--- config.mk ---
export PLATFORM = sky130hd
export DESIGN_NAME = servo_frame_decoder_core
export DESIGN_NICKNAME = d
export VERILOG_FILES = /design/src/design/sfd_pkg.sv /design/src/design/servo_frame_decoder_core.sv
export SDC_FILE = /design/constraint.sdc
export NUM_CORES = 2
export LEC_CHECK = 0
export ABC_AREA = 1
export BUFFER_PORTS_ARGS = -buffer_cell sky130_fd_sc_hd__buf_2
export CORE_MARGIN = 1.5
export CORE_UTILIZATION = 65
export DETAILED_ROUTE_END_ITERATION = 6
export PLACE_DENSITY = 0.81
export SETUP_SLACK_MARGIN = 0.5
export SYNTH_ARGS = -nofsm -noshare
export SYNTH_HDL_FRONTEND = slang
export SYNTH_SLANG_ARGS = --single-unit
--- constraint.sdc ---
create_clock -name clk -period 6.9 [get_ports clk]
set_input_delay 1.035 -clock clk [delete_from_list [all_inputs] [get_ports clk]]
set_output_delay 1.035 -clock clk [all_outputs]
set_load 0.03 [all_outputs]
--- src/design/sfd_pkg.sv ---
// Package for the servo frame decoder: frame constants, config register
// indexes and the payload types shared by the core.
// No dependencies.
`timescale 1ns / 1ps

package sfd_pkg;

  // Frame format
  localparam logic [7:0] HEADER_BYTE = 8'hFF;
  localparam int         DATA_BYTES  = 6;
  localparam int         HIGH_SHIFT  = 7;
  localparam int         SCALE_SHIFT = 14;

  // Widths
  localparam int BYTE_W = 8;
  localparam int CMD_W  = BYTE_W + HIGH_SHIFT;   // joint command, 15 bits
  localparam int REG_W  = 16;                    // gain and offset registers
  localparam int PROD_W = CMD_W + REG_W;         // command * gain
  localparam int POS_W  = 18;                    // scaled position
  localparam int POS_W_PAD = 56;                 // three positions, byte aligned
  localparam int FPOS_W = 3;                     // frame position counter
  localparam int CFG_IDX_W = 3;

  // Config register indexes
  localparam logic [CFG_IDX_W-1:0] CFG_SHOULDER_GAIN   = 3'd0;
  localparam logic [CFG_IDX_W-1:0] CFG_ELBOW_GAIN      = 3'd1;
  localparam logic [CFG_IDX_W-1:0] CFG_EFFECTOR_GAIN   = 3'd2;
  localparam logic [CFG_IDX_W-1:0] CFG_SHOULDER_OFFSET = 3'd3;
  localparam logic [CFG_IDX_W-1:0] CFG_ELBOW_OFFSET    = 3'd4;
  localparam logic [CFG_IDX_W-1:0] CFG_EFFECTOR_OFFSET = 3'd5;

  // Reset values of the config registers
  localparam logic [REG_W-1:0] SHOULDER_GAIN_RST   = 16'd4100;
  localparam logic [REG_W-1:0] ELBOW_GAIN_RST      = 16'd3700;
  localparam logic [REG_W-1:0] EFFECTOR_GAIN_RST   = 16'd3700;
  localparam logic [REG_W-1:0] SHOULDER_OFFSET_RST = 16'd1000;
  localparam logic [REG_W-1:0] ELBOW_OFFSET_RST    = 16'd500;
  localparam logic [REG_W-1:0] EFFECTOR_OFFSET_RST = 16'd1000;

  // Frame position codes
  localparam logic [FPOS_W-1:0] FPOS_HUNT = 3'd0;
  localparam logic [FPOS_W-1:0] FPOS_LAST = 3'd6;

  typedef logic [CMD_W-1:0]  cmd_t;
  typedef logic [PROD_W-1:0] prod_t;
  typedef logic [POS_W-1:0]  pos_t;

  // Joint command from a low/high byte pair; the bytes overlap in bit 7
  function automatic cmd_t make_cmd(input logic [BYTE_W-1:0] low,
                                    input logic [BYTE_W-1:0] high);
    make_cmd = {high, {HIGH_SHIFT{1'b0}}} | {{HIGH_SHIFT{1'b0}}, low};
  endfunction

endpackage

--- src/design/servo_frame_decoder_core.sv ---
// Servo frame decoder core: header hunt, data byte capture and a three-stage
// scaling pipeline for shoulder, elbow and end effector positions.
// Depends on sfd_pkg.
`timescale 1ns / 1ps

// Channel  | Dir | Signals                      | Word
// ---------+-----+------------------------------+------------------------------
// in       | in  | in_tvalid/in_tready/in_tdata | [7:0] rx_byte
// out      | out | out_tvalid/out_tready/...    | [17:0] shoulder_position,
//          |     |                              | [35:18] elbow, [53:36] effector
// cfg      | in  | cfg_wr_en/cfg_index/cfg_data | 16-bit register write
//
// One byte is taken every cycle while the pipeline has room. The sixth data
// byte of a frame enters three stages (command, multiply, scale and add), and
// its result is registered in each in turn before it shows on out_tvalid.
// Reset (synchronous, active low) returns to header hunting and loads the
// register defaults. A stalled output holds its word; in_tready drops only
// when all three stages hold words.

module servo_frame_decoder_core
  import sfd_pkg::*;
(
  input  logic                  clk,
  input  logic                  rst_n,
  // input stream
  input  logic                  in_tvalid,
  output logic                  in_tready,
  input  logic [BYTE_W-1:0]     in_tdata,   // [7:0] rx_byte
  // result stream
  output logic                  out_tvalid,
  input  logic                  out_tready,
  output logic [POS_W_PAD-1:0]  out_tdata,  // [17:0] shoulder_position,
                                            // [35:18] elbow_position,
                                            // [53:36] effector_position, zero pad
  // config writes
  input  logic                  cfg_wr_en,
  input  logic [CFG_IDX_W-1:0]  cfg_index,
  input  logic [REG_W-1:0]      cfg_data
);

  localparam int STORE_D = DATA_BYTES - 1;

  // Config registers
  logic [REG_W-1:0] gain_r [3];
  logic [REG_W-1:0] offset_r [3];

  // Frame state
  logic [FPOS_W-1:0] fpos_r, fpos_nxt;
  logic [BYTE_W-1:0] store_r [STORE_D];

  // Pipeline
  logic  s1_valid_r, s2_valid_r, out_valid_r;
  cmd_t  cmd_r [3];
  prod_t prod_r [3];
  pos_t  pos_r [3];

  logic in_acc, fire, s1_ready, s2_ready, out_ready;

  // Config register writes; indexes beyond the list are ignored
  always_ff @(posedge clk) begin
    if (!rst_n) begin
      gain_r[0]   <= SHOULDER_GAIN_RST;
      gain_r[1]   <= ELBOW_GAIN_RST;
      gain_r[2]   <= EFFECTOR_GAIN_RST;
      offset_r[0] <= SHOULDER_OFFSET_RST;
      offset_r[1] <= ELBOW_OFFSET_RST;
      offset_r[2] <= EFFECTOR_OFFSET_RST;
    end else if (cfg_wr_en) begin
      unique case (cfg_index)
        CFG_SHOULDER_GAIN:   gain_r[0]   <= cfg_data;
        CFG_ELBOW_GAIN:      gain_r[1]   <= cfg_data;
        CFG_EFFECTOR_GAIN:   gain_r[2]   <= cfg_data;
        CFG_SHOULDER_OFFSET: offset_r[0] <= cfg_data;
        CFG_ELBOW_OFFSET:    offset_r[1] <= cfg_data;
        CFG_EFFECTOR_OFFSET: offset_r[2] <= cfg_data;
        default: ;
      endcase
    end
  end

  // Handshake and stage advance
  assign out_ready = !out_valid_r || out_tready;
  assign s2_ready  = !s2_valid_r || out_ready;
  assign s1_ready  = !s1_valid_r || s2_ready;
  assign in_tready = s1_ready;
  assign in_acc    = in_tvalid && in_tready;
  assign fire      = in_acc && (fpos_r == FPOS_LAST);

  // Frame position: hunt for header, then count six data bytes
  always_comb begin
    fpos_nxt = fpos_r;
    if (in_acc) begin
      if (fpos_r == FPOS_HUNT) begin
        if (in_tdata == HEADER_BYTE) fpos_nxt = FPOS_W'(1);
      end else if (fpos_r >= FPOS_LAST) begin
        fpos_nxt = FPOS_HUNT;
      end else begin
        fpos_nxt = fpos_r + FPOS_W'(1);
      end
    end
  end

  always_ff @(posedge clk) begin
    if (!rst_n) fpos_r <= FPOS_HUNT;
    else        fpos_r <= fpos_nxt;
  end

  // Data bytes one to five; the sixth goes straight into the command stage
  always_ff @(posedge clk) begin
    if (in_acc && fpos_r != FPOS_HUNT && fpos_r < FPOS_LAST)
      store_r[FPOS_W'(fpos_r - FPOS_W'(1))] <= in_tdata;
  end

  // Stage 1: joint commands
  always_ff @(posedge clk) begin
    if (!rst_n)        s1_valid_r <= 1'b0;
    else if (s1_ready) s1_valid_r <= fire;
  end

  always_ff @(posedge clk) begin
    if (s1_ready && fire) begin
      cmd_r[0] <= make_cmd(store_r[0], store_r[1]);
      cmd_r[1] <= make_cmd(store_r[2], store_r[3]);
      cmd_r[2] <= make_cmd(store_r[4], in_tdata);
    end
  end

  // Stage 2: command * gain, one multiplier per joint
  always_ff @(posedge clk) begin
    if (!rst_n)        s2_valid_r <= 1'b0;
    else if (s2_ready) s2_valid_r <= s1_valid_r;
  end

  always_ff @(posedge clk) begin
    if (s2_ready && s1_valid_r) begin
      for (int j = 0; j < 3; j++)
        prod_r[j] <= PROD_W'(cmd_r[j]) * PROD_W'(gain_r[j]);
    end
  end

  // Stage 3: drop the scale bits and add the offset
  always_ff @(posedge clk) begin
    if (!rst_n)         out_valid_r <= 1'b0;
    else if (out_ready) out_valid_r <= s2_valid_r;
  end

  always_ff @(posedge clk) begin
    if (out_ready && s2_valid_r) begin
      for (int j = 0; j < 3; j++)
        pos_r[j] <= POS_W'(prod_r[j][PROD_W-1:SCALE_SHIFT]) + POS_W'(offset_r[j]);
    end
  end

  assign out_tvalid = out_valid_r;
  assign out_tdata  = {{(POS_W_PAD - 3*POS_W){1'b0}}, pos_r[2], pos_r[1], pos_r[0]};

`ifndef SYNTHESIS
  // Frame position never leaves the hunt..last range
  a_fpos_range: assert property (@(posedge clk) disable iff (!rst_n)
    fpos_r <= FPOS_LAST)
    else $error("frame position out of range");

  // The last data byte always launches a word into the command stage
  a_fire_load: assert property (@(posedge clk) disable iff (!rst_n)
    fire |=> s1_valid_r)
    else $error("last data byte did not load the command stage");

  // A non-header byte while hunting keeps the decoder hunting
  a_hunt_stay: assert property (@(posedge clk) disable iff (!rst_n)
    (in_acc && fpos_r == FPOS_HUNT && in_tdata != HEADER_BYTE) |=> fpos_r == FPOS_HUNT)
    else $error("left hunting without a header");

  // An empty pipeline always takes input
  a_empty_ready: assert property (@(posedge clk) disable iff (!rst_n)
    (!s1_valid_r && !s2_valid_r && !out_valid_r) |-> in_tready)
    else $error("empty pipeline refused input");
`endif

endmodule

# After elaboration in Yosys (flattened, before gate mapping)
# Memory sizes are Yosys's and may differ from the RTL's.
# Index checks and enable logic that the tools add are counted.
# W data, S select, Z words.
word_totals:
  register_bits: 6
  ram_bits: 328
  in_bits: 32
  elab_cells: 96
  n_memories: 6
classes:
  n_addsub: 5
  n_mul: 3
  n_lt_le_gt_ge: 2
  eq_ne: 8
  n_mux: 42
  bitwise_logic: 9
  reduce_logical: 17
memory_table:
  columns: ["name", "depth", "word_bits", "read_ports", "rd_ports_with_merged_regs", "write_ports", "line_no", "source"]
  rows:
  - ["prod_r", 3, 31, 3, 0, 3, "servo_frame_decoder_core.sv:54", "prod_t prod_r [3];"]
  - ["pos_r", 3, 18, 3, 0, 3, "servo_frame_decoder_core.sv:55", "pos_t pos_r [3];"]
  - ["gain_r", 3, 16, 3, 0, 3, "servo_frame_decoder_core.sv:44", "logic [REG_W-1:0] gain_r [3];"]
  - ["offset_r", 3, 16, 3, 0, 3, "servo_frame_decoder_core.sv:45", "logic [REG_W-1:0] offset_r [3];"]
  - ["cmd_r", 3, 15, 3, 0, 3, "servo_frame_decoder_core.sv:53", "cmd_t cmd_r [3];"]
  - ["store_r", 5, 8, 5, 0, 1, "servo_frame_decoder_core.sv:49", "logic [BYTE_W-1:0] store_r [STORE_D];"]
ops:
  columns: ["cell", "count"]
  rows:
  - ["$mux W16", 6]
  - ["$mul A15 B16 Y31", 3]
  - ["$add A17 B16 Y18", 3]
  - ["$or A15 B8 Y15", 3]
  - ["$mux W1", 33]
  - ["$eq A3 B3 Y1 const B", 3]
  - ["$mux W3", 3]
  - ["$eq A8 B8 Y1 const B", 1]
  - ["$logic_and A1 B1 Y1", 7]
  - ["$eq A3 B2 Y1 const B", 2]
  - ["$logic_not A3 Y1", 2]
  - ["$or A1 B1 Y1", 6]
  - ["$add A3 B1 Y3 const B", 1]
  - ["$eq A3 B1 Y1 const B", 1]
  - ["$ge A3 B3 Y1 const B", 1]
  - ["$logic_not A1 Y1", 3]
  - ["$logic_or A1 B1 Y1", 3]
  - ["$lt A3 B3 Y1 const B", 1]
  - ["$reduce_bool A3 Y1", 1]
  - ["$sub A3 B1 Y3 const B", 1]
  - ["$ne A2 B1 Y1 const B", 1]
  - ["$reduce_and A2 Y1", 1]

# Depth between registers and ports, before layout
depth:
  ltp_word: 9
  ltp_mapped: 27

# Least setup slack after synthesis
# No wires, ideal clock.
synth_timing:
  path_type: "register -> register"
  startpoint: "mem cmd_r[0][0] in the netlist's numbering"
  endpoint: "mem prod_r[0][22] in the netlist's numbering, data pin"
  t_arrival_ps: 5079
  t_required_ps: 6647
  slack_ps: 1568
  path_stages_with_launch: 26
  synth_period_minus_slack_ps: 5332
  cell_sequence: "edfxtp_1 clkbuf_2 clkbuf_1 nand2_1 inv_1 fa_1 inv_1 fa_1 inv_1 fa_1 inv_1 fa_1 inv_1 fa_1 inv_1 fa_1 inv_1 ha_1 nand2_1 inv_1 nand2_1 nor2_1 nor2_1 or2_2 nand4_1 nand2_1"
synth_lines:
  columns: ["element", "line_no"]
  rows:
  - ["start, declared", "servo_frame_decoder_core.sv:53"]
  - ["end, declared", "servo_frame_decoder_core.sv:54"]

==> run_results.csv <==
group,metric,value,unit
status,outcome,"finished with violations",
status,violations,"design-rule violations",
cts,clkSlewWorstSetupHoldPaths,70,ps
setup_path,crit_arrival,6290,ps
setup_path,crit_chain,"nand2_1, fa_1, inv_1, fa_1, fa_1, fa_1, fa_1, inv_1, fa_1, inv_1, ha_1, a21oi_1, o21ai_0, a21oi_1, nor2_1, nor2_1, nand2_1, nand2_1, nand2_1",
setup_path,path_max_fanout,15,
floorplan,pin_count,90,
sta,worst_pin_slew,1150,ps
cts,htree_num_levels,2,
setup_path,slowest_delay,960,ps
cts,cts_made_buffers,34,
yosys,postSynthCellCount,4487,
place,place_area,38200,um^2
place,dp_slack,975,ps
detailed_routing,drc_errors,1,
place,io_buffers,87,
cts,cts_tree,"yes",
sta,tns,0,ps
global_route,antenna_found_initial,3,
yosys,yosysSeqAreaShare,0.234,
setup_path,cp_data_required_time,7210,ps
sta,fin_crit,5980,ps
floorplan,start_util,0.658,
cells_and_area,nets,5387,
cells_and_area,antenna_cells,0,
sta,finalSetupViolCount,0,
cells_and_area,drive_gt1_frac,0.0410,
sta,maxSlewHeadroom,0.227,
global_route,grt_start_max_net_pins,55,
sta,final.setup_skew,18.1,ps
place,hpwl,76100,um
detailed_routing,via_per_inst,5.46,
floorplan,dieHeight,242,um
setup_path,worstSetupEndpointType,"register",
power,ir_drop,415,uV
cells_and_area,syn2layout_area_growth,5.97,%
cts,cts_num_sinks,292,
sta,timing.final.ws_setup,918,ps
setup_path,start_kind,"register",
power,report.power.total,15.6,mW
yosys,synth_top_cell_by_area,"fa_1",
detailed_routing,drt-initial-drc-count,2412,
yosys,ys_types,40,
cts,clkLatencyLatePin,550,ps
flow_run,maxCapViolCount,0,
global_route,grt_pass1_wl,156000,um
global_route,overflow,0,
sta,hold_viol_final,0,
setup_path,critical_path.top_delay_family,"adder cells",
yosys,ys_ff_latch,292,
yosys,synth_area_leaders,"fa_1, edfxtp_1, inv_1, nand2_1, ha_1",
power,pwr_density_cell,395,nW/um^2
floorplan,core_area,56500,um^2
worst_hold_path,hp-class,"reg -> reg",
cts,cts_buffer_depth,3,
floorplan,die_w,242,um
cts,root_buffer,"clkbuf_16",
global_route,grt_pass1_vias,29900,
setup_path,path_class,"reg -> reg",
detailed_routing,wl_per_cell,18.0,um
yosys,synth.avg_cell_area,8.29,um^2
setup_path,crit_path_top_delay_cell,"edfxtp_1",
detailed_routing,drt_wl_total,94900,um
power,p_leak,22.1,nW
global_route,grt_util_all_layers,0.339,
yosys,synth_top_area_frac,0.291,
detailed_routing,vias,28800,
yosys,yosys_warnings,0,
sta,max_freq,167,MHz
cts,cts-resized-gates,0,
setup_path,crit_top_cell,"fa_1",
cts,postCtsHoldBufs,0,
sta,rsz0062_at_grt,"no",
place,gp_congestion,0.980,
detailed_routing,final_antenna_net_count,0,
detailed_routing,drt_pass1_iterations,7,
sta,slew_violations,0,
cells_and_area,fin_area,39400,um^2
sta,finalCritPeriodShare,0.867,
cts,post_cts_buffers,0,
floorplan,rows,87,
setup_path,path_buf_inv,3,
floorplan,die_area,58700,um^2
yosys,synth_area,37200,um^2
==> per-layer routing <==
metal / vias up / track usage / part of all wire
li1: 13300 / - / -
met1: 13800 / 0.453 / 0.40
met2: 1394 / 0.556 / 0.47
met3: 251 / 0.0699 / 0.097
met4: 0 / 0.112 / 0.036
met5: - / 0 / 0
==> Yosys cell counts (all sizes together) <==
library cell  instances
a211oi                1
a21boi                2
a21o                  9
a21oi               147
a31oi                 5
and2                  3
buf                   5
clkbuf              135
conb                  1
dfxtp                 6
edfxtp              286
fa                  540
ha                  328
inv                1252
nand2              1217
nand3               106
nand3b                4
nand4                26
nor2                194
nor3                 41
nor4                  4
o211ai                5
o21a                  5
o21ai                90
o21bai               11
o311ai                3
o31a                  1
o31ai                 5
or2                   4
xnor2                17
xor2                 34
==> flip-flops by register name, summed over array words and instances, names as in the netlist, 3 cells and up <==
register / count
cmd_r: 45
prod_r: 51
store_r: 40
fpos_r: 3
pos_r: 54
gain_r: 48
offset_r: 48
==> worst reg2reg max path, stage by stage, from the launching register on <==
cell and delay, ps:
edfxtp_1 960, nand2_1 190, fa_1 540, inv_1 50, fa_1 550, fa_1 430
fa_1 420, fa_1 560, inv_1 70, fa_1 470, inv_1 50, ha_1 350
a21oi_1 220, o21ai_0 170, a21oi_1 320, nor2_1 90, nor2_1 140, nand2_1 60
nand2_1 60, nand2_1 50
==> power by group <==
group | switching (mW) | internal (mW)
Combinational | 7.31 | 3.78
Clock | 0.805 | 1.19
Sequential | 0.123 | 2.37
Total | 8.24 | 7.34
==> cells in the final DEF, fill, tap and decap left out, types with 26 or more instances in the layout <==
cell type / Yosys / routed
nand4_1: 26 / 26
nor2_1: 193 / 192
xor2_1: 34 / 34
nor3_1: 41 / 40
edfxtp_1: 286 / 286
nand2_1: 1212 / 1212
ha_1: 328 / 328
inv_1: 1252 / 1251
buf_2: 3 / 87
clkbuf_16: 0 / 34
o21ai_0: 84 / 81
a21oi_1: 146 / 145
nand3_1: 105 / 105
fa_1: 540 / 540
==> final timing paths <==
path,from,to,slack (ps),depth (start not counted)
max,gain_r[0][22],prod_r[0][61],920,19
min,store_r[2][1],cmd_r[0][16],410,0
max reg2reg,gain_r[0][22],prod_r[0][61],920,19
min reg2reg,store_r[2][1],cmd_r[0][16],410,0
==> metrics by stage <==
stage | instances | utilization | hold WS, ps
CTS | 5269 | 0.698 | 414
detailed placement | 5207 | 0.676 | 405
global route | 5269 | 0.698 | 413
floorplan | 4488 | - | 400
finish | 5269 | 0.698 | 407
global placement | 5207 | 0.676 | 400
==> cell type report <==
cell class | count | area (um^2)
sequential | 292 | 8710
tap | 756 | 946
inverter | 1252 | 4700
multi-input combinational | 2804 | 23300
clock inverter | 23 | 323
clock buffer | 39 | 900
fill | 4463 | 17100
timing repair buffer | 103 | 556
==> logic make-up (layout without fill, tap and decap cells) <==
| logic type | Yosys count | in the layout | synth area share |
|---|---|---|---|
| buffers and inverters | 1392 | 1417 | 0.141 |
| DFF | 292 | 292 | 0.234 |
| AOI/OAI and AO/OA | 284 | 284 | 0.0421 |
| and+or+nand+nor | 1599 | 1599 | 0.170 |
| other | 1 | 2 | 0.000101 |
| adders and majority gates | 868 | 868 | 0.401 |
| xor gates and xnor gates | 51 | 51 | 0.0120 |
Power figures use the tool's default switching activity.
